`config.mk`:
```
export PLATFORM = sky130hd
export DESIGN_NAME = aging_neighbor_table_unit
export DESIGN_NICKNAME = d
export VERILOG_FILES = /design/src/rtl/core/anbt_pkg.sv /design/src/rtl/core/anbt_store.sv /design/src/rtl/core/anbt_cmp.sv /design/src/rtl/core/anbt_seq.sv /design/src/rtl/core/aging_neighbor_table_unit.sv
export VERILOG_INCLUDE_DIRS = /design/src /design/src/rtl/core
export SDC_FILE = /design/constraint.sdc
export NUM_CORES = 2
export LEC_CHECK = 0
export BUFFER_PORTS_ARGS = -buffer_cell sky130_fd_sc_hd__buf_2
export CORE_MARGIN = 1
export CORE_UTILIZATION = 52
export CTS_CLUSTER_DIAMETER = 60
export DETAILED_ROUTE_END_ITERATION = 8
export GPL_TIMING_DRIVEN = 0
export PLACE_DENSITY = 0.71
export SYNTH_ARGS = -nofsm -noshare
export SYNTH_HDL_FRONTEND = slang
export SYNTH_HIERARCHICAL = 1
export SYNTH_SLANG_ARGS = --single-unit
export TNS_END_PERCENT = 10
```
`constraint.sdc`:
```
create_clock -name clock -period 9.9 [get_ports clock]
set_input_delay 0 -clock clock [delete_from_list [all_inputs] [get_ports clock]]
set_output_delay 0 -clock clock [all_outputs]
set_load 0.02 [all_outputs]
```
`src/rtl/core/aging_neighbor_table_unit_macros.svh`:
```
// Assertion macros shared by the neighbor table RTL.
// No dependencies; the asserting files pull this in by include.
`ifndef AGING_NEIGHBOR_TABLE_UNIT_MACROS_SVH
`define AGING_NEIGHBOR_TABLE_UNIT_MACROS_SVH

`ifndef ASSERT_OFF

// same-cycle implication
`define ANBT_ASSERT_NOW(label, clk, rst, ante, cons) \
   label: assert property (@(posedge clk) disable iff (rst) (ante) |-> (cons)) \
      else $error("assertion failed");

// next-cycle implication
`define ANBT_ASSERT_NEXT(label, clk, rst, ante, cons) \
   label: assert property (@(posedge clk) disable iff (rst) (ante) |=> (cons)) \
      else $error("assertion failed");

`else

`define ANBT_ASSERT_NOW(label, clk, rst, ante, cons)
`define ANBT_ASSERT_NEXT(label, clk, rst, ante, cons)

`endif

`endif

```
`src/rtl/core/anbt_pkg.sv`:
```
// Types and constants of the aging neighbor table.
// No dependencies; used by every module of the block.
`default_nettype none

package anbt_pkg;

   localparam int NUM_ENTRIES_DEF = 16;

   localparam int ADDR_W    = 64;
   localparam int KEY_W     = 2 * ADDR_W;
   localparam int STAMP_W   = 32;
   localparam int LEN_W     = 16;
   localparam int TIMEOUT_W = 8;
   localparam int STATUS_W  = 3;
   localparam int SLOT_W    = 4;
   localparam int FREED_W   = 5;

   localparam int REQ_W     = 4 * ADDR_W + LEN_W;
   localparam int RSP_W     = 16;
   localparam int RSP_PAD_W = RSP_W - STATUS_W - SLOT_W - FREED_W;

   localparam logic [TIMEOUT_W-1:0] TIMEOUT_RESET = TIMEOUT_W'(3);
   localparam logic [LEN_W-1:0]     GOOD_LEN      = LEN_W'(16);

   localparam logic MODE_REPORT = 1'b0;
   localparam logic MODE_TICK   = 1'b1;

   typedef enum logic [STATUS_W-1:0] {
      ST_UPDATED = 3'd0,
      ST_ADDED   = 3'd1,
      ST_FULL    = 3'd2,
      ST_BADLEN  = 3'd3,
      ST_TICK    = 3'd4
   } status_type;

   // table write strobes from the sequencer
   typedef struct packed {
      logic parent_stamp;
      logic client;
   } mem_wr_type;

endpackage

`default_nettype wire

```
`src/rtl/core/anbt_store.sv`:
```
// Entry storage: client, parent and stamp memories, one write and one
// registered read port. Depends on anbt_pkg.
`default_nettype none

module anbt_store import anbt_pkg::*; #(
   parameter int NUM_ENTRIES = NUM_ENTRIES_DEF,
   localparam int IDX_W = $clog2(NUM_ENTRIES)
) (
   input  wire logic               clock,
   input  wire logic [IDX_W-1:0]   rd_idx,
   input  wire mem_wr_type         wr,
   input  wire logic [IDX_W-1:0]   wr_idx,
   input  wire logic [KEY_W-1:0]   wr_client,
   input  wire logic [KEY_W-1:0]   wr_parent,
   input  wire logic [STAMP_W-1:0] wr_stamp,
   output logic      [KEY_W-1:0]   rd_client,
   output logic      [STAMP_W-1:0] rd_stamp
);

   logic [KEY_W-1:0]   client_mem [NUM_ENTRIES];
   logic [KEY_W-1:0]   parent_mem [NUM_ENTRIES];
   logic [STAMP_W-1:0] stamp_mem  [NUM_ENTRIES];

   logic [KEY_W-1:0]   rd_client_ff;
   logic [STAMP_W-1:0] rd_stamp_ff;

   always_ff @(posedge clock) begin
      if (wr.client) begin
         client_mem[wr_idx] <= wr_client;
      end
      if (wr.parent_stamp) begin
         parent_mem[wr_idx] <= wr_parent;
         stamp_mem[wr_idx]  <= wr_stamp;
      end
      rd_client_ff <= client_mem[rd_idx];
      rd_stamp_ff  <= stamp_mem[rd_idx];
   end

   assign rd_client = rd_client_ff;
   assign rd_stamp  = rd_stamp_ff;

endmodule

`default_nettype wire

```
`src/rtl/core/anbt_cmp.sv`:
```
// Shared compare unit: address match for reports, age check for ticks.
// Depends on anbt_pkg.
`default_nettype none

module anbt_cmp import anbt_pkg::*; (
   input  wire logic                 tick_mode,
   input  wire logic [KEY_W-1:0]     key,
   input  wire logic [KEY_W-1:0]     rd_client,
   input  wire logic [STAMP_W-1:0]   rd_stamp,
   input  wire logic [STAMP_W-1:0]   time_now,
   input  wire logic [TIMEOUT_W-1:0] timeout,
   output logic                      hit
);

   logic [STAMP_W-1:0] age;
   logic [STAMP_W-1:0] limit;

   // age wraps modulo 2^32 like the counter
   assign age   = time_now - rd_stamp;
   assign limit = {{(STAMP_W-TIMEOUT_W){1'b0}}, timeout};
   assign hit   = tick_mode ? (age >= limit) : (rd_client == key);

endmodule

`default_nettype wire

```
`src/rtl/core/anbt_seq.sv`:
```
// Scan sequencer: valid bits, time counter, per-entry scan and result register.
// Depends on anbt_pkg; drives anbt_store and reads anbt_cmp.
`default_nettype none

module anbt_seq import anbt_pkg::*; #(
   parameter int NUM_ENTRIES = NUM_ENTRIES_DEF,
   localparam int IDX_W = $clog2(NUM_ENTRIES),
   localparam int CNT_W = $clog2(NUM_ENTRIES + 1)
) (
   input  wire logic               clock,
   input  wire logic               reset,
   input  wire logic               req_valid,
   output logic                    req_ready,
   input  wire logic               req_mode,
   input  wire logic [KEY_W-1:0]   req_client,
   input  wire logic [KEY_W-1:0]   req_parent,
   input  wire logic [LEN_W-1:0]   req_len,
   output logic                    rsp_valid,
   input  wire logic               rsp_ready,
   output status_type              rsp_status,
   output logic      [SLOT_W-1:0]  rsp_slot,
   output logic      [FREED_W-1:0] rsp_freed,
   // table and compare unit
   output logic      [IDX_W-1:0]   rd_idx,
   output mem_wr_type              wr,
   output logic      [IDX_W-1:0]   wr_idx,
   output logic      [KEY_W-1:0]   key,
   output logic      [KEY_W-1:0]   parent,
   output logic      [STAMP_W-1:0] time_now,
   output logic                    tick_mode,
   input  wire logic               hit
);

   typedef enum logic [1:0] {
      S_IDLE,
      S_SCAN,
      S_RESP
   } state_type;

   localparam logic [IDX_W-1:0] LAST_IDX = IDX_W'(NUM_ENTRIES - 1);

   state_type               state_ff, state_in;
   logic [IDX_W-1:0]        idx_ff, idx_in;
   logic                    tick_ff, tick_in;
   logic [KEY_W-1:0]        key_ff, key_in;
   logic [KEY_W-1:0]        parent_ff, parent_in;
   logic [STAMP_W-1:0]      time_ff, time_in;
   logic [NUM_ENTRIES-1:0]  valid_ff, valid_in;
   logic                    free_ok_ff, free_ok_in;
   logic [IDX_W-1:0]        free_idx_ff, free_idx_in;
   logic [CNT_W-1:0]        cnt_ff, cnt_in;
   status_type              res_status_ff, res_status_in;
   logic [IDX_W-1:0]        res_idx_ff, res_idx_in;
   logic                    rsp_valid_ff, rsp_valid_in;
   status_type              rsp_status_ff, rsp_status_in;
   logic [SLOT_W-1:0]       rsp_slot_ff, rsp_slot_in;
   logic [FREED_W-1:0]      rsp_freed_ff, rsp_freed_in;

   logic                    accept;
   logic                    cur_valid;
   logic                    last;
   logic                    add_ok;
   logic [IDX_W-1:0]        add_idx;
   logic [SLOT_W+IDX_W-1:0] slot_wide;
   logic [FREED_W+CNT_W-1:0] freed_wide;

   assign accept    = req_valid && (state_ff == S_IDLE);
   assign cur_valid = valid_ff[idx_ff];
   assign last      = (idx_ff == LAST_IDX);
   // lowest free slot: an earlier one if found, else this one
   assign add_ok    = free_ok_ff || !cur_valid;
   assign add_idx   = free_ok_ff ? free_idx_ff : idx_ff;

   // slot and count are masked to the result field widths
   assign slot_wide  = {{SLOT_W{1'b0}}, res_idx_ff};
   assign freed_wide = {{FREED_W{1'b0}}, cnt_ff};

   always_comb begin
      state_in      = state_ff;
      idx_in        = '0;
      tick_in       = tick_ff;
      key_in        = key_ff;
      parent_in     = parent_ff;
      time_in       = time_ff;
      valid_in      = valid_ff;
      free_ok_in    = free_ok_ff;
      free_idx_in   = free_idx_ff;
      cnt_in        = cnt_ff;
      res_status_in = res_status_ff;
      res_idx_in    = res_idx_ff;
      rsp_valid_in  = rsp_valid_ff && !rsp_ready;
      rsp_status_in = rsp_status_ff;
      rsp_slot_in   = rsp_slot_ff;
      rsp_freed_in  = rsp_freed_ff;
      wr            = '0;
      wr_idx        = idx_ff;

      case (state_ff)
         S_IDLE: begin
            if (accept) begin
               tick_in     = req_mode;
               key_in      = req_client;
               parent_in   = req_parent;
               free_ok_in  = 1'b0;
               free_idx_in = '0;
               cnt_in      = '0;
               res_idx_in  = '0;
               if (req_mode == MODE_TICK) begin
                  time_in  = time_ff + STAMP_W'(1);
                  state_in = S_SCAN;
               end else if (req_len != GOOD_LEN) begin
                  res_status_in = ST_BADLEN;
                  state_in      = S_RESP;
               end else begin
                  state_in = S_SCAN;
               end
            end
         end
         S_SCAN: begin
            idx_in = idx_ff + IDX_W'(1);
            if (tick_ff == MODE_TICK) begin
               if (cur_valid && hit) begin
                  valid_in[idx_ff] = 1'b0;
                  cnt_in           = cnt_ff + CNT_W'(1);
               end
               if (last) begin
                  idx_in        = '0;
                  res_status_in = ST_TICK;
                  state_in      = S_RESP;
               end
            end else if (cur_valid && hit) begin
               wr.parent_stamp = 1'b1;
               idx_in          = '0;
               res_status_in   = ST_UPDATED;
               res_idx_in      = idx_ff;
               state_in        = S_RESP;
            end else begin
               if (!cur_valid && !free_ok_ff) begin
                  free_ok_in  = 1'b1;
                  free_idx_in = idx_ff;
               end
               if (last) begin
                  idx_in   = '0;
                  state_in = S_RESP;
                  if (add_ok) begin
                     wr.parent_stamp   = 1'b1;
                     wr.client         = 1'b1;
                     wr_idx            = add_idx;
                     valid_in[add_idx] = 1'b1;
                     res_status_in     = ST_ADDED;
                     res_idx_in        = add_idx;
                  end else begin
                     res_status_in = ST_FULL;
                  end
               end
            end
         end
         S_RESP: begin
            if (!rsp_valid_ff || rsp_ready) begin
               rsp_valid_in  = 1'b1;
               rsp_status_in = res_status_ff;
               rsp_slot_in   = slot_wide[SLOT_W-1:0];
               rsp_freed_in  = freed_wide[FREED_W-1:0];
               state_in      = S_IDLE;
            end
         end
         default: begin
            state_in = S_IDLE;
         end
      endcase
   end

   always_ff @(posedge clock) begin
      if (reset) begin
         state_ff     <= S_IDLE;
         idx_ff       <= '0;
         time_ff      <= '0;
         valid_ff     <= '0;
         rsp_valid_ff <= 1'b0;
      end else begin
         state_ff     <= state_in;
         idx_ff       <= idx_in;
         time_ff      <= time_in;
         valid_ff     <= valid_in;
         rsp_valid_ff <= rsp_valid_in;
      end
      tick_ff       <= tick_in;
      key_ff        <= key_in;
      parent_ff     <= parent_in;
      free_ok_ff    <= free_ok_in;
      free_idx_ff   <= free_idx_in;
      cnt_ff        <= cnt_in;
      res_status_ff <= res_status_in;
      res_idx_ff    <= res_idx_in;
      rsp_status_ff <= rsp_status_in;
      rsp_slot_ff   <= rsp_slot_in;
      rsp_freed_ff  <= rsp_freed_in;
   end

   assign req_ready  = (state_ff == S_IDLE);
   assign rsp_valid  = rsp_valid_ff;
   assign rsp_status = rsp_status_ff;
   assign rsp_slot   = rsp_slot_ff;
   assign rsp_freed  = rsp_freed_ff;
   // read address runs one entry ahead of the compare
   assign rd_idx     = idx_in;
   assign key        = key_ff;
   assign parent     = parent_ff;
   assign time_now   = time_ff;
   assign tick_mode  = tick_ff;

endmodule

`default_nettype wire

```
`src/rtl/core/aging_neighbor_table_unit.sv`:
```
// Top level of the aging neighbor table: stream ports, timeout register,
// sequencer, compare unit and entry storage. Depends on anbt_pkg and the macros.
`default_nettype none

`include "aging_neighbor_table_unit_macros.svh"

// Learning table of NUM_ENTRIES client entries with aging. A report item
// (tuser 0) refreshes the entry whose 128-bit client address matches, or
// claims the lowest free entry, or answers table full; a payload length
// other than 16 answers bad length at once. A tick item (tuser 1) advances
// the 32-bit time and frees every entry whose age reaches timeout_ticks.
// One result per item. Reports and ticks scan the table one entry per cycle
// through a single read port and one compare unit: a tick or an unmatched
// report scans every entry before its result, a report that matches entry k
// ends the scan there, a bad length skips the scan. The block is ready for
// the next item once its result sits in the output register, even if that
// result is not yet taken. timeout_ticks may be written only while idle.

module aging_neighbor_table_unit import anbt_pkg::*; #(
   parameter int NUM_ENTRIES = NUM_ENTRIES_DEF
) (
   input  wire logic                 clock,
   input  wire logic                 reset,
   // request items
   input  wire logic                 req_tvalid,
   output logic                      req_tready,
   // client_addr_hi, client_addr_lo, parent_addr_hi, parent_addr_lo, payload_len
   input  wire logic [REQ_W-1:0]     req_tdata,
   // mode
   input  wire logic                 req_tuser,
   // result items
   output logic                      rsp_tvalid,
   input  wire logic                 rsp_tready,
   // status, slot, freed_count, zero pad
   output logic      [RSP_W-1:0]     rsp_tdata,
   // timeout_ticks write
   input  wire logic                 csr_tvalid,
   output logic                      csr_tready,
   input  wire logic [TIMEOUT_W-1:0] csr_tdata
);

   localparam int IDX_W = $clog2(NUM_ENTRIES);

   logic [TIMEOUT_W-1:0] timeout_ff;
   logic [TIMEOUT_W-1:0] timeout_in;

   logic [KEY_W-1:0]   req_client;
   logic [KEY_W-1:0]   req_parent;
   logic [LEN_W-1:0]   req_len;

   status_type         rsp_status;
   logic [SLOT_W-1:0]  rsp_slot;
   logic [FREED_W-1:0] rsp_freed;

   logic [IDX_W-1:0]   rd_idx;
   logic [IDX_W-1:0]   wr_idx;
   mem_wr_type         wr;
   logic [KEY_W-1:0]   key;
   logic [KEY_W-1:0]   parent;
   logic [STAMP_W-1:0] time_now;
   logic               tick_mode;
   logic               hit;
   logic [KEY_W-1:0]   rd_client;
   logic [STAMP_W-1:0] rd_stamp;

   // client key is {hi, lo}; hi sits in the low tdata bits
   assign req_client = {req_tdata[ADDR_W-1:0], req_tdata[2*ADDR_W-1:ADDR_W]};
   assign req_parent = {req_tdata[3*ADDR_W-1:2*ADDR_W], req_tdata[4*ADDR_W-1:3*ADDR_W]};
   assign req_len    = req_tdata[4*ADDR_W+LEN_W-1:4*ADDR_W];

   assign csr_tready = 1'b1;
   assign timeout_in = (csr_tvalid && csr_tready) ? csr_tdata : timeout_ff;

   always_ff @(posedge clock) begin
      if (reset) begin
         timeout_ff <= TIMEOUT_RESET;
      end else begin
         timeout_ff <= timeout_in;
      end
   end

   anbt_seq #(
      .NUM_ENTRIES(NUM_ENTRIES)
   ) u_seq (
      .clock      (clock),
      .reset      (reset),
      .req_valid  (req_tvalid),
      .req_ready  (req_tready),
      .req_mode   (req_tuser),
      .req_client (req_client),
      .req_parent (req_parent),
      .req_len    (req_len),
      .rsp_valid  (rsp_tvalid),
      .rsp_ready  (rsp_tready),
      .rsp_status (rsp_status),
      .rsp_slot   (rsp_slot),
      .rsp_freed  (rsp_freed),
      .rd_idx     (rd_idx),
      .wr         (wr),
      .wr_idx     (wr_idx),
      .key        (key),
      .parent     (parent),
      .time_now   (time_now),
      .tick_mode  (tick_mode),
      .hit        (hit)
   );

   anbt_cmp u_cmp (
      .tick_mode (tick_mode),
      .key       (key),
      .rd_client (rd_client),
      .rd_stamp  (rd_stamp),
      .time_now  (time_now),
      .timeout   (timeout_ff),
      .hit       (hit)
   );

   anbt_store #(
      .NUM_ENTRIES(NUM_ENTRIES)
   ) u_store (
      .clock     (clock),
      .rd_idx    (rd_idx),
      .wr        (wr),
      .wr_idx    (wr_idx),
      .wr_client (key),
      .wr_parent (parent),
      .wr_stamp  (time_now),
      .rd_client (rd_client),
      .rd_stamp  (rd_stamp)
   );

   assign rsp_tdata = {{RSP_PAD_W{1'b0}}, rsp_freed, rsp_slot, rsp_status};

   // the sequencer is busy in the cycle after an accept
   `ANBT_ASSERT_NEXT(a_busy_after_accept, clock, reset, req_tvalid && req_tready, !req_tready)
   // only ticks report freed entries
   `ANBT_ASSERT_NOW(a_freed_only_tick, clock, reset, rsp_tvalid && (rsp_status != ST_TICK), rsp_freed == '0)
   // slot is zero unless an entry was updated or added
   `ANBT_ASSERT_NOW(a_slot_zero, clock, reset, rsp_tvalid && (rsp_status == ST_FULL || rsp_status == ST_BADLEN || rsp_status == ST_TICK), rsp_slot == '0)

endmodule

`default_nettype wire

```
After elaboration in Yosys (flattened, before gate mapping):

Memories as Yosys holds them, arrays and structs flattened. A register that Yosys moved wholly into a read port is not among the register bits.
Index checks and enable logic that the tools add are counted.

* add/subtract/negate cells: 4
* order comparisons: 5
* equal/unequal tests: 19
* mux-type cells: 70
* bitwise gates (word level): 3
* reductions and logical operators: 25

Operators with widths (count)
* 128-bit equality test: 1
* 16-bit two-way mux: 5
* 4-bit two-way mux: 18
* 32-bit by 1-bit adder with 32-bit output, second input constant: 1
* 32-bit by 8-bit >= comparator with 1-bit output: 1
* 32-bit subtractor: 1
* 2-bit two-way mux: 12
* 3-bit two-way mux: 7
* 16-bit bitwise AND: 1
* 1-bit two-way mux: 16
* 16-bit by 5-bit inequality test with 1-bit output, second input constant: 1
* 16-bit inverter: 1
* 16-bit bitwise OR: 1
* 4-bit one-hot mux with 2 select lines: 2
* 5-bit two-way mux: 3
* 5-bit AND reduction: 3
* 2-bit by 1-bit inequality test with 1-bit output, second input constant: 7
* 4-bit by 5-bit < comparator with 1-bit output, second input constant: 2
* 5-bit one-hot mux with 2 select lines: 1
* 1-bit demux with 4-bit select: 2
* 4-bit by 1-bit >= comparator with 1-bit output, second input constant: 2
* 2-bit inequality test, second input constant: 4
* 1-bit logical AND: 6
* 3-bit by 1-bit inequality test with 1-bit output, second input constant: 2
* other kinds (18): 26

* register bits after elaboration: 221
* bits in writable memories: 2560
* bits of input ports: 286
* output and inout port bits: 19
* logic and storage cells: 144
* memories: 2

Memory list
* u_store.client_mem: depth 16, bits a word 128, rd ports 1, clocked after memory_dff 1, wr ports 1, line anbt_store.sv:20 `logic [KEY_W-1:0] client_mem [NUM_ENTRIES];`
* u_store.stamp_mem: depth 16, bits a word 32, rd ports 1, clocked after memory_dff 1, wr ports 1, line anbt_store.sv:22 `logic [STAMP_W-1:0] stamp_mem [NUM_ENTRIES];`

Longest topological paths before layout:

* word-level depth: 11
* depth in mapped cells: 28
* depth with buffers taken out: 22

By module:

The synthesis kept the hierarchy.

By module, submodules not included
* anbt_store: instances 1, cells each 4233, area each 99563.0 um2, sequential area each 80076.8 um2
* anbt_seq: instances 1, cells each 672, area each 11766.3 um2, sequential area each 9689.3 um2
* anbt_cmp: instances 1, cells each 562, area each 3734.8 um2, sequential area each 0.0 um2
* aging_neighbor_table_unit: instances 1, cells each 33, area each 337.8 um2, sequential area each 160.2 um2

Worst setup path before layout:

OpenSTA, ideal clock, no wires.

* path kind: register to register
* from: reg u_seq.time_ff[0], in the netlist u_seq/time_now[0]
* to: mem u_store/client_mem[4][0] in the netlist's numbering, enable pin
* library setup time: 0.617 ns
* arrival time: 10.156 ns
* slack: -0.873 ns
* stages on the path, launching flop included: 23
* buffers on the path: 1
* period minus slack after synthesis: 10.773 ns
* path through: dfxtp_1 > inv_1 > ha_1 > fa_1 > nand2b_1 > a21oi_1 > nor2_1 > xnor2_1 > ha_1 > a21oi_1 > o31ai_1 > nor3_1 > o2111ai_1 > or4_1 > or4_1 > nor4_1 > nor2_1 > o21ai_4 > and3_4 > mux2_1 > or2_2 > clkbuf_1 > nor2_1

* elaborated cells between the ends (all ways): 12

RTL lines
* from (decl): line anbt_seq.sv:47 `logic [STAMP_W-1:0] time_ff, time_in;`
* from (signal assigned): line anbt_seq.sv:183 `time_ff <= time_in;`
* 32-bit subtractor: line anbt_cmp.sv:19 `assign age = time_now - rd_stamp;`
* 32-bit by 8-bit >= comparator with 1-bit output: line anbt_cmp.sv:21 `assign hit = tick_mode ? (age >= limit) : (rd_client == key);`
* 1-bit two-way mux: line anbt_cmp.sv:21
* via hit: line aging_neighbor_table_unit.sv:62 `logic hit;`
* 1-bit logical AND: line anbt_seq.sv:131 `end else if (cur_valid && hit) begin`
* 4-bit two-way mux: line anbt_seq.sv:131
* 4-bit two-way mux: line anbt_seq.sv:121 `if (tick_ff == MODE_TICK) begin`
* 4-bit two-way mux: line anbt_seq.sv:98 `case (state_ff)`
* via wr_idx[0]: line aging_neighbor_table_unit.sv:56 `logic [IDX_W-1:0] wr_idx;`
* to (decl): line anbt_store.sv:20

The timed path passes the listed nets, and every way through them passes these cells.

Worst setup path in the final report:

* from: reg u_seq.time_ff[0], in the netlist u_seq/time_now[0]
* to: reg u_store.rd_client_ff[116], in the netlist u_store/rd_client[116], read port of u_store.client_mem

* longest elaborated chain between the ends: 7

Ends and longest elaborated chain
* 32-bit subtractor: line anbt_cmp.sv:19
* 32-bit by 8-bit >= comparator with 1-bit output: line anbt_cmp.sv:21
* 1-bit two-way mux: line anbt_cmp.sv:21
* via hit: line aging_neighbor_table_unit.sv:62
* 1-bit logical AND: line anbt_seq.sv:131
* 4-bit two-way mux: line anbt_seq.sv:131
* 4-bit two-way mux: line anbt_seq.sv:121
* 4-bit two-way mux: line anbt_seq.sv:98
* via rd_idx[3]: line aging_neighbor_table_unit.sv:55 `logic [IDX_W-1:0] rd_idx;`
* to (decl): line anbt_store.sv:24 `logic [KEY_W-1:0] rd_client_ff;`

The timed path passes the listed nets, and every way through them passes these cells.
A chain may end at the register's enable or synchronous reset.

==> impl_results.md <==
- Clk pwr share: between 40 and 50%
- Gpl congestion: a little under 0.9
- Most Crowded Layer GR: met2
- Req. time, crit path: between 10 and 15 ns
- Final core utilization: 61.8%
- Switching part of the total: between 20% and 30%
- Clock Root Buffer: clkbuf_16
- Number of global-route vias before repair: slightly below 60k
- Internal power: approximately 21 mW
- Detailed router's first-iteration violation count: about 7.5k
- Commonest cells after routing, fill and taps aside: 2718 x edfxtp_1, 588 x mux4_2, 317 x clkbuf_16, 298 x dlygate4sd3_1, 263 x a22oi_1
- Vias per cell: between 6 and 7
- VDD IR-drop max: 0.203 mV
- Worst endpoint data arrival time: roughly 10 ns
- Multi-input gate area: about 24000 um2
- First-pass GRT wire length: approximately 430 mm
- Setup Skew: 0.118 ns
- Post-Route WL: 302 mm
- Final hold vios: 0
- CTS Buf Count: 306
- Critical path's largest stage delay: 0.72 ns
- Outcome: complete, but fails checks
- Largest net degree at the start of global routing: 47
- DP Area: between 100000 and 150000 um2
- DR DRC count: 0
- CP Class: register to register
- Total gr overflow: 0
- Power share of the sequential group: around 54%
- Register cell area after layout: ~86000 um2
- Wire length per cell: around 32 um
- R2R depth: 26
- # rows: about 170
- DIE AREA: approximately 220000 um2
- Pre-CTS setup slack: -0.603 ns
- Die height: about 470 um
- Met1 GRT Util: between 30% and 40%
- Final Max Tran Viols: 0
- PD cells: 197 nW/um2
- Tightest Pin Transition: between 1 and 1.5 ns
- Clk Latency, worst-skew pair: a little under 1 ns
- Commonest non-fill, non-tap cell in the layout: edfxtp_1
- GRT Util Overall: 27.9%
- Critical Path Source: u_seq/time_now[0]
- Critical Path Start Type: register
- Final #Nets: ~6.6k
- Layout cells sized above 1: 24.7%
- PnR worst setup slack: roughly 0.33 ns
- Mapped Avg Cell Area: approximately 21 um2
- Worst Hold Class: input port to register
- Global-route track usage on met3: under 10%
- Reg2reg start: u_seq/time_now[0]
- Max-cap violations: 1
- R2r endpoint: u_store/rd_client[116]
- Detail Placement HPWL: a little under 200 mm
- Total power: 25.9 mW
- Syn Std Cell Area: roughly 110000 um2
- Initial Util: between 50% and 60%
- Max clock buf depth: 4
- Peak fanout along the critical path: 20
- FMAX: ~100 MHz
- Ports: just over 300
- Area Growth Syn to Fin: 17.9%
- Core box area: 213000 um2
- Hold Crit Depth: 3
- Unrepaired setup endpoints after global routing: no
- Min Clock Period, post-route: 9.57 ns
- Via count: ~60k
- Critical Path End Type: register
- Antenna-violating nets left: 0
- Ys Warns: 6
- Setup violations, final: 0
- Die Span X: 465 um
- TritonRoute pass-1 iters: 6
- Reg2reg setup slack: between 0.3 and 0.4 ns
- Htree depth: 5
- Slew HR: less than 1%
- Gate Count Post-Synth: approximately 5.4k
- Initial antenna violation count: 10
- P_leak: 41.2 nW
- CTS tree: yes
- Port Buf Inserts: between 150 and 200
- Violated checks: max-capacitance violations
- Clk pin slew, worst setup/hold paths: about 0.060 ns
- Psw: roughly 5.3 mW
- Final-layout fill cell count: 14.4k
- Fin area: 132000 um2
- # clock sinks: around 2.9k
- Comb power frac: roughly 3.6%
- CP max stage cell: dfxtp_1
- Global-route met2 utilization: about 45%
- Final cycle utilization of the critical path: a little over nine tenths
- CP endpoint: u_store/rd_client[116]
area by class of cell:
class                           count  area share [%]
Sequential cell                  2941            65.4
Multi-Input combinational cell   2052            18.2
Clock buffer                      428            6.64
Timing Repair Buffer              593            4.97
Tap cell                         2821            2.68
Buffer                            259            1.07
Clock inverter                    104           0.684
Inverter                          123           0.351
Antenna cell                        6          0.0114
worst min path at each step:
| stage | start | slack [ns] | to |
|---|---|---|---|
| finish | req_tdata[110] | 0.29 | u_seq/key[46] |
| global route | req_tdata[0] | 0.27 | u_seq/key[64] |
| CTS | req_tdata[125] | 0.23 | u_seq/key[61] |
| global placement | req_tdata[28] | 0.18 | u_seq/key[92] |
| floorplan | req_tdata[64] | 0.1 | u_seq/key[0] |
| detailed placement | req_tdata[113] | 0.18 | u_seq/key[49] |
stage by stage:
| step | std cells | setup TNS (ns) | hold WS [ns] |
|---|---|---|---|
| 2_1_floorplan | 5375 | -1437.26 | 0.0989 |
| 3_3_place_gp | 8365 | - | 0.176 |
| 3_5_place_dp | 8491 | -11.31 | 0.178 |
| 4_1_cts | 9321 | 0 | 0.230 |
| 5_1_grt | 9321 | 0 | 0.271 |
| 6_report | 9327 | 0 | 0.286 |
routing by layer:
metal	wire, um	share of wire, %
met2	145000	48
met5	13	0.0043
met4	15500	5.1
met1	112000	37
met3	30400	10
power groups by stage:
stage               Sequential (mW)  Clock (mW)  Combinational (mW)
finish                         13.9        11.1               0.933
global placement               14.2           0               0.812
global route                   13.9        11.6               0.974
CTS                            13.9        11.2               0.926
detailed placement             14.2           0               0.829
floorplan                      14.1           0               0.507
timing repair:
| item | in CTS | in global routing |
|---|---|---|
| hold endpoints to repair | 215 | 0 |
| gates resized for setup | 3 | 7 |
| setup buffers | 0 | 0 |
| hold buffers | 298 | 0 |
| endpoints found under the setup margin | 40 | 5 |
| gates cloned | 0 | 0 |
worst max-delay path: cells and delay by family (launching register included):
| family | cells | cell delay, ns |
|---|---|---|
| xor gates and xnor gates | 1 | 0.15 |
| AOI/OAI and AO/OA | 7 | 1.53 |
| DFF | 1 | 0.72 |
| and+or+nand+nor | 10 | 3.69 |
| buffers and inverters | 5 | 2.44 |
| adders and majority gates | 3 | 0.90 |
state kept, by name, indices dropped and copies added (netlist names), 8 cells and up:
signal	flops
u_store/stamp_mem	512
u_seq/time_now	32
u_store/rd_client	128
u_seq/key	128
u_store/client_mem	2048
u_store/rd_stamp	32
u_seq/valid_ff	16
timeout_ff	8
Power figures use the tool's default switching activity.
